[src/rtl/fat12_pkg.sv]
`default_nettype none

package fat12_pkg;

  // Item kinds on the input channel
  localparam logic [1:0] KIND_LOAD    = 2'd0;
  localparam logic [1:0] KIND_START   = 2'd1;
  localparam logic [1:0] KIND_ADVANCE = 2'd2;

  // Field widths fixed by the interface
  localparam int ClusterW = 12;
  localparam int LengthW  = 31;
  localparam int SectorW  = 13;
  localparam int CountW   = 10;
  localparam int OffsetW  = 14;

  // Entries at or above this value end a chain
  localparam logic [ClusterW-1:0] CHAIN_END_MIN = 12'hFF8;

  // Reset value of the data start sector register
  localparam logic [ClusterW-1:0] DATA_START_RESET = 12'd33;

  // Unpacked table entry
  typedef struct packed {
    logic [ClusterW-1:0] next_cluster;
    logic                chain_end;
  } entry_t;

endpackage

`default_nettype wire

[src/rtl/fat12_unpack.sv]
`default_nettype none

// Byte offsets of a cluster's 12-bit entry, and the entry unpacked from its two bytes
module fat12_unpack import fat12_pkg::*; #(
  parameter int TABLE_BYTES = 8192,
  localparam int AddrW = $clog2(TABLE_BYTES)
) (
  input  logic [ClusterW-1:0] cluster,
  input  logic [7:0]          byte_lo,
  input  logic [7:0]          byte_hi,
  output logic [AddrW-1:0]    addr_lo,
  output logic [AddrW-1:0]    addr_hi,
  output entry_t              entry
);

  localparam logic [OffsetW-1:0] TableLimit = OffsetW'(TABLE_BYTES);

  logic [OffsetW-1:0]  off_lo;
  logic [OffsetW-1:0]  off_hi;
  logic [7:0]          b0;
  logic [7:0]          b1;
  logic [ClusterW-1:0] value;

  // 3*c/2 rounded down is c + c/2
  assign off_lo  = OffsetW'({2'b00, cluster}) + OffsetW'({3'b000, cluster[ClusterW-1:1]});
  assign off_hi  = off_lo + OffsetW'(1);
  assign addr_lo = off_lo[AddrW-1:0];
  assign addr_hi = off_hi[AddrW-1:0];

  // bytes past the end of the table read as zero
  assign b0 = (off_lo < TableLimit) ? byte_lo : 8'd0;
  assign b1 = (off_hi < TableLimit) ? byte_hi : 8'd0;

  // even cluster: low byte plus low nibble above; odd: high nibble plus byte above
  assign value = cluster[0] ? {b1, b0[7:4]} : {b1[3:0], b0};

  assign entry.next_cluster = value;
  assign entry.chain_end    = (value >= CHAIN_END_MIN);

endmodule

`default_nettype wire

[config.mk]
export PLATFORM = sky130hd
export DESIGN_NAME = fat12_unpack
export DESIGN_NICKNAME = d
export VERILOG_FILES = /design/src/rtl/fat12_pkg.sv /design/src/rtl/fat12_unpack.sv
export SDC_FILE = /design/constraint.sdc
export NUM_CORES = 1
export LEC_CHECK = 0
export ABC_CLOCK_PERIOD_IN_PS = 4580
export BUFFER_PORTS_ARGS = -buffer_cell sky130_fd_sc_hd__clkbuf_2
export CAP_MARGIN = 0
export CORE_UTILIZATION = 47
export DETAILED_ROUTE_END_ITERATION = 10
export GPL_TIMING_DRIVEN = 1
export PLACE_DENSITY_LB_ADDON = 0.12
export SYNTH_ARGS = -nofsm -noshare
export SYNTH_HDL_FRONTEND = slang
export SYNTH_SLANG_ARGS = --single-unit
[constraint.sdc]
create_clock -name vclk -period 4.58
set_clock_uncertainty 0.2 [all_clocks]
set_input_delay 0.916 -clock vclk [all_inputs]
set_output_delay 0.916 -clock vclk [all_outputs]
set_load 0.05 [all_outputs]
==> flow_metrics.env, run 1 <==
export IMPL_status="complete, but fails checks"
export IMPL_violations="negative setup slack"
export IMPL_synth_top_family_by_area="simple AND/OR/NAND/NOR gates"
export IMPL_worstPathRequired_ns=3.46
export IMPL_nNetsFinal=298
export IMPL_synth_distinct_cells=45
export IMPL_min_period_ns=4.61
export IMPL_maxSlewViolCount=0
export IMPL_final_area_um2=1980
export IMPL_tightest_slew_ns=0.400
export IMPL_synth_compound_area_share_pct=26.1
export IMPL_grt_max_degree=18
export IMPL_yosysSeqAreaShare_pct=0
export IMPL_yosys_area_top_type="ha_1"
export IMPL_critical_path_class="input port to output pin"
export IMPL_rows=17
export IMPL_synth_warnings=0
export IMPL_netlist_area_um2=1150
export IMPL_port_buffers=67
export IMPL_max_stage_delay_ns=0.35
export IMPL_synth_adder_area_share_pct=17.0
export IMPL_finalSetupViolations=4
export IMPL_gp_congestion=0.810
export IMPL_slew_headroom_pct=73.2
export IMPL_first_global_vias=1495
export IMPL_syn_area_per_cell_um2=6.91
export IMPL_grt_pass1_wl_um=6100
export IMPL_antenna_found_initial=0
export IMPL_fin_setup_tns_ns=-0.0571
export IMPL_slowest_stage="fa_2"
export IMPL_regArea_um2=0
export IMPL_drt_iter0_drc=65
export IMPL_crit_fanout=4
export IMPL_power_w=0.000522
export IMPL_drive_gt1_share_pct=51.4
export IMPL_multi_input_area_um2=1290
export IMPL_die_x_um=51.4
export IMPL_num_antenna_cells=0
export IMPL_grt_ovfl_total=0
export IMPL_cap_viol_max_count=0
export IMPL_fmax_ghz=0.217
export IMPL_io_pin_count=67
export IMPL_synthSimpleGateAreaFrac_pct=29.2
export IMPL_crit_family="compound AO/OA/AOI/OAI gates"
export IMPL_final_hold_violation_count=0
export IMPL_seq_cell_count=0
export IMPL_coreArea_um2=2250
export IMPL_ir_worst_vdd_v=0.000336
export IMPL_fin_util_pct=88.0
export IMPL_vias_per_cell=5.99
export IMPL_synth_most_common_cell="nor2_1"
export IMPL_first_pass_iters=4
export IMPL_n_fill_cell=117
export IMPL_area_growth_pct=73.0
export IMPL_nClkBuffers=0
export IMPL_drt_wl_total_um=4430
export IMPL_setup_worst_path_start_class="input port"
export IMPL_dp_hpwl_um=3030
export IMPL_synth_mux_area_share_pct=10.0
export IMPL_grt_use_total_pct=29.0
export IMPL_crit_arrival_ns=3.49
export IMPL_synth_xor_area_share_pct=11.5
export IMPL_power_density_nw_per_um2=263
export IMPL_die_area_um2=2640
export IMPL_hp_class="input port to output pin"
export IMPL_dpl_cell_area_um2=1830
export IMPL_wire_per_inst_um=15.8
export IMPL_antenna_left=0
export IMPL_synth_common_cells="nor2_1 (21), inv_1 (15), ha_1 (14), nand2_1 (12)"
export IMPL_final_cells=281
export IMPL_min_path_cells=4
export IMPL_rsz0062_at_grt="yes"
export IMPL_ys_top_cells_by_area="ha_1 (15%), xnor2_1 (7.6%), nor2_1 (6.9%)"
export IMPL_end_kind="output pin"
export IMPL_path_buf_inv=5
export IMPL_worst_slack_ns=-0.0265
export IMPL_syn_inst=166
export IMPL_start_util_pct=50.9
export IMPL_crit_chain="buf_6, ha_4, inv_2, fa_2, nand2b_4, a211o_1, a21o_1, a211oi_4, o31ai_4, nor4b_4, buf_4, clkbuf_16, nor2_1, buf_2"
export IMPL_min_to="entry[5]"
export IMPL_p_leak_nw=1.01
export IMPL_die_y_um=51.4
export IMPL_syn_nets=209
export IMPL_fin_crit_sh_pct=101
export IMPL_yosysTopAreaCellShare_pct=15.3
export IMPL_placed_cells=279
export IMPL_dr_total_vias=1684
export IMPL_hp_start="byte_lo[4]"
export IMPL_drc=0
## logic make-up after synthesis
family,Yosys count
simple gates,65
compound gates,42
buf+inv,18
xor+xnor,15
fa+ha+maj,15
mux,11
## placed cells by master (no fill, tap or decap), drive strengths merged, types with 2 or more instances in the layout
master  Yosys  layout
xnor2      10      10
nand2b      2       2
nand3      10      10
mux2        4       4
and3        2       2
nand2      12      12
buf         2      35
o22ai       3       3
o31ai       2       2
inv        15      15
clkbuf      1      55
ha         14      14
xor2        5       5
a21o        3       3
a211oi      5       5
a21oi      10      10
nor2       21      21
nor3        7       7
o21ai       7       7
mux2i       7       7
nor4        3       3
a31o        2       2
o21a        3       3
## metal layers
| metal | up-vias | global-route usage, % | wire [µm] | part of all wire [%] |
|---|---|---|---|---|
| li1 | 778 | - | - | - |
| met1 | 770 | 34.2 | 1650 | 37 |
| met2 | 118 | 56.5 | 2280 | 51 |
| met3 | 18 | 1.49 | 405 | 9.1 |
| met4 | 0 | 5.41 | 102 | 2.3 |
| met5 | - | 0 | 0 | 0 |
## stage by stage
stage	worst slack (ns)	hold slack (ns)
floorplan	-0.351	1.84
global placement	-0.0448	2.09
detailed placement	-0.102	2.10
CTS	0.0269	2.10
global route	-0.0860	2.11
finish	-0.0265	2.10
## what timing repair did
item	in CTS	in global routing
pin swaps	0	4
hold buffers	0	0
setup endpoints to repair	12	12
buffers inserted	0	1
gates cloned	0	1
resized for setup	11	34
## worst max path at each step
stage                     startpoint          end  slack (ns)  cells past startpoint
after global placement    cluster[2]     entry[0]       -0.04                     12
final                     cluster[1]    entry[11]       -0.03                     14
after floorplan           cluster[0]    entry[10]       -0.35                     10
after CTS                 cluster[0]     entry[0]        0.03                     14
after detailed placement  cluster[0]  addr_hi[12]       -0.10                     14
after global routing      cluster[3]    entry[11]       -0.09                     13
## power by group
group	internal, W	switching (W)
clock	0	0
sequential	0	0
combinational	0.000162	0.000359
## cell type report
class	count	share of cell area, %
multi-input cells	148	65.0
repair buffers	90	30.4
well taps	28	1.77
inverters	15	2.84
Power figures use the tool's default switching activity.
==> run 2, diff against run 1 <==
SETUP_SLACK_MARGIN = 0.02   (was not set)
==> run 2 against run 1 <==
The flow still finishes with violations (negative setup slack); maximum frequency fell by 3.4%; largest power group unchanged; via count increased by 3.5%; sequential share of layout area is the same; die area did not move.
==> flow_metrics.env, run 2 (synthesis results as in run 1) <==
export IMPL_regArea_um2=0
export IMPL_nNetsFinal=299
export IMPL_slowest_stage="nor4_1"
export IMPL_path_depth=13
export IMPL_drt_iter0_drc=116
export IMPL_critical_path_class="input port to output pin"
export IMPL_grt_pass1_wl_um=6100
export IMPL_multi_input_area_um2=1320
export IMPL_setup_worst_path_start_class="input port"
export IMPL_port_buffers=67
export IMPL_first_pass_iters=6
export IMPL_die_y_um=51.4
export IMPL_max_stage_delay_ns=0.45
export IMPL_min_period_ns=4.77
export IMPL_io_pin_count=67
export IMPL_status="complete, but fails checks"
export IMPL_antenna_found_initial=0
export IMPL_hp_class="input port to output pin"
export IMPL_num_antenna_cells=0
export IMPL_nClkBuffers=0
export IMPL_start_util_pct=50.9
export IMPL_fmax_ghz=0.210
export IMPL_power_density_nw_per_um2=264
export IMPL_dpl_cell_area_um2=1830
export IMPL_end_kind="output pin"
export IMPL_grt_max_degree=18
export IMPL_coreArea_um2=2250
export IMPL_fin_setup_tns_ns=-1.79
export IMPL_grt_ovfl_total=0
export IMPL_first_global_vias=1495
export IMPL_final_common_cell="clkbuf_2"
export IMPL_violations="negative setup slack"
export IMPL_hold_buffers=0
export IMPL_fin_util_pct=90.4
export IMPL_dr_total_vias=1743
export IMPL_rsz0062_at_grt="yes"
export IMPL_setup_worst_path_start="cluster[5]"
export IMPL_tightest_slew_ns=0.427
export IMPL_power_w=0.000538
export IMPL_path_buf_inv=5
export IMPL_final_area_um2=2040
export IMPL_area_growth_pct=77.6
export IMPL_fin_crit_sh_pct=104
export IMPL_worstPathRequired_ns=3.46
export IMPL_n_fill_cell=102
export IMPL_die_area_um2=2640
export IMPL_ir_worst_vdd_v=0.000329
export IMPL_final_hold_violation_count=0
export IMPL_crit_arrival_ns=3.66
export IMPL_crit_family="simple AND/OR/NAND/NOR gates"
export IMPL_maxSlewViolCount=0
export IMPL_final_cell_mix="clkbuf_2 (52), buf_4 (23), nor2_1 (17), inv_1 (14), nand2_1 (12)"
export IMPL_dp_hpwl_um=3030
export IMPL_die_x_um=51.4
export IMPL_p_leak_nw=1.02
export IMPL_hp_start="byte_hi[5]"
export IMPL_seq_cell_count=0
export IMPL_crit_chain="clkbuf_2, ha_1, nand2_1, a211o_1, a21oi_1, nor4_1, buf_4, nand4_2, nor4b_4, buf_4, clkbuf_16, a21oi_2, buf_6"
export IMPL_drt_wl_total_um=4990
export IMPL_crit_fanout=6
export IMPL_wire_per_inst_um=17.7
export IMPL_antenna_left=0
export IMPL_slew_headroom_pct=71.3
export IMPL_rows=17
export IMPL_drc=0
export IMPL_cp_endpoint="entry[5]"
export IMPL_drive_gt1_share_pct=53.1
export IMPL_worst_path_most_repeated_cell="buf_4"
export IMPL_vias_per_cell=6.18
export IMPL_grt_use_total_pct=29.0
export IMPL_worst_slack_ns=-0.191
export IMPL_gp_congestion=0.810
export IMPL_finalSetupViolations=12
export IMPL_cap_viol_max_count=0
-- run 2: where the power goes --
part | switching [W] | internal, W
logic | 0.000370 | 0.000168
registers | 0 | 0
clock network | 0 | 0
total | 0.000370 | 0.000168
-- run 2: worst min-delay path by stage --
| stage | to | slack (ns) | cells after the start |
|---|---|---|---|
| 2_1_floorplan | addr_lo[0] | 1.84 | 1 |
| 3_3_place_gp | entry[3] | 2.09 | 3 |
| 3_5_place_dp | entry[1] | 2.10 | 3 |
| 4_1_cts | entry[8] | 2.10 | 4 |
| 5_1_grt | entry[8] | 2.09 | 4 |
| 6_report | entry[10] | 2.07 | 4 |
-- run 2: cell type report --
type               instances  area share, %
multi-input cells        148           64.6
repair buffers            91           30.9
inverters                 15           2.76
well taps                 28           1.72
-- run 2: per-stage QoR --
stage	worst slack [ns]	hold slack, ns	std cells
floorplan	-0.351	1.84	166
global placement	-0.0448	2.09	279
detailed placement	-0.102	2.10	279
CTS	0.0269	2.10	279
global route	-0.249	2.09	282
finish	-0.191	2.07	282
-- run 2: worst min-delay path: stages --
cell	delay, ns
clkbuf_2	0.10
mux2i_1	0.13
nor2_1	0.07
buf_6	0.14
-- run 2: timing repair --
item,in CTS,in global routing
pin swaps,0,6
cloned,0,1
setup buffers,0,2
resized for setup,11,49
setup endpoints to repair,12,12
-- run 2: routing by layer --
layer	GRT usage (%)	part of all wire [%]	vias to the layer above
met2	56.5	47	146
met3	1.49	11	28
li1	-	-	783
met4	5.41	3.7	0
met5	0	0	-
met1	34.2	38	786
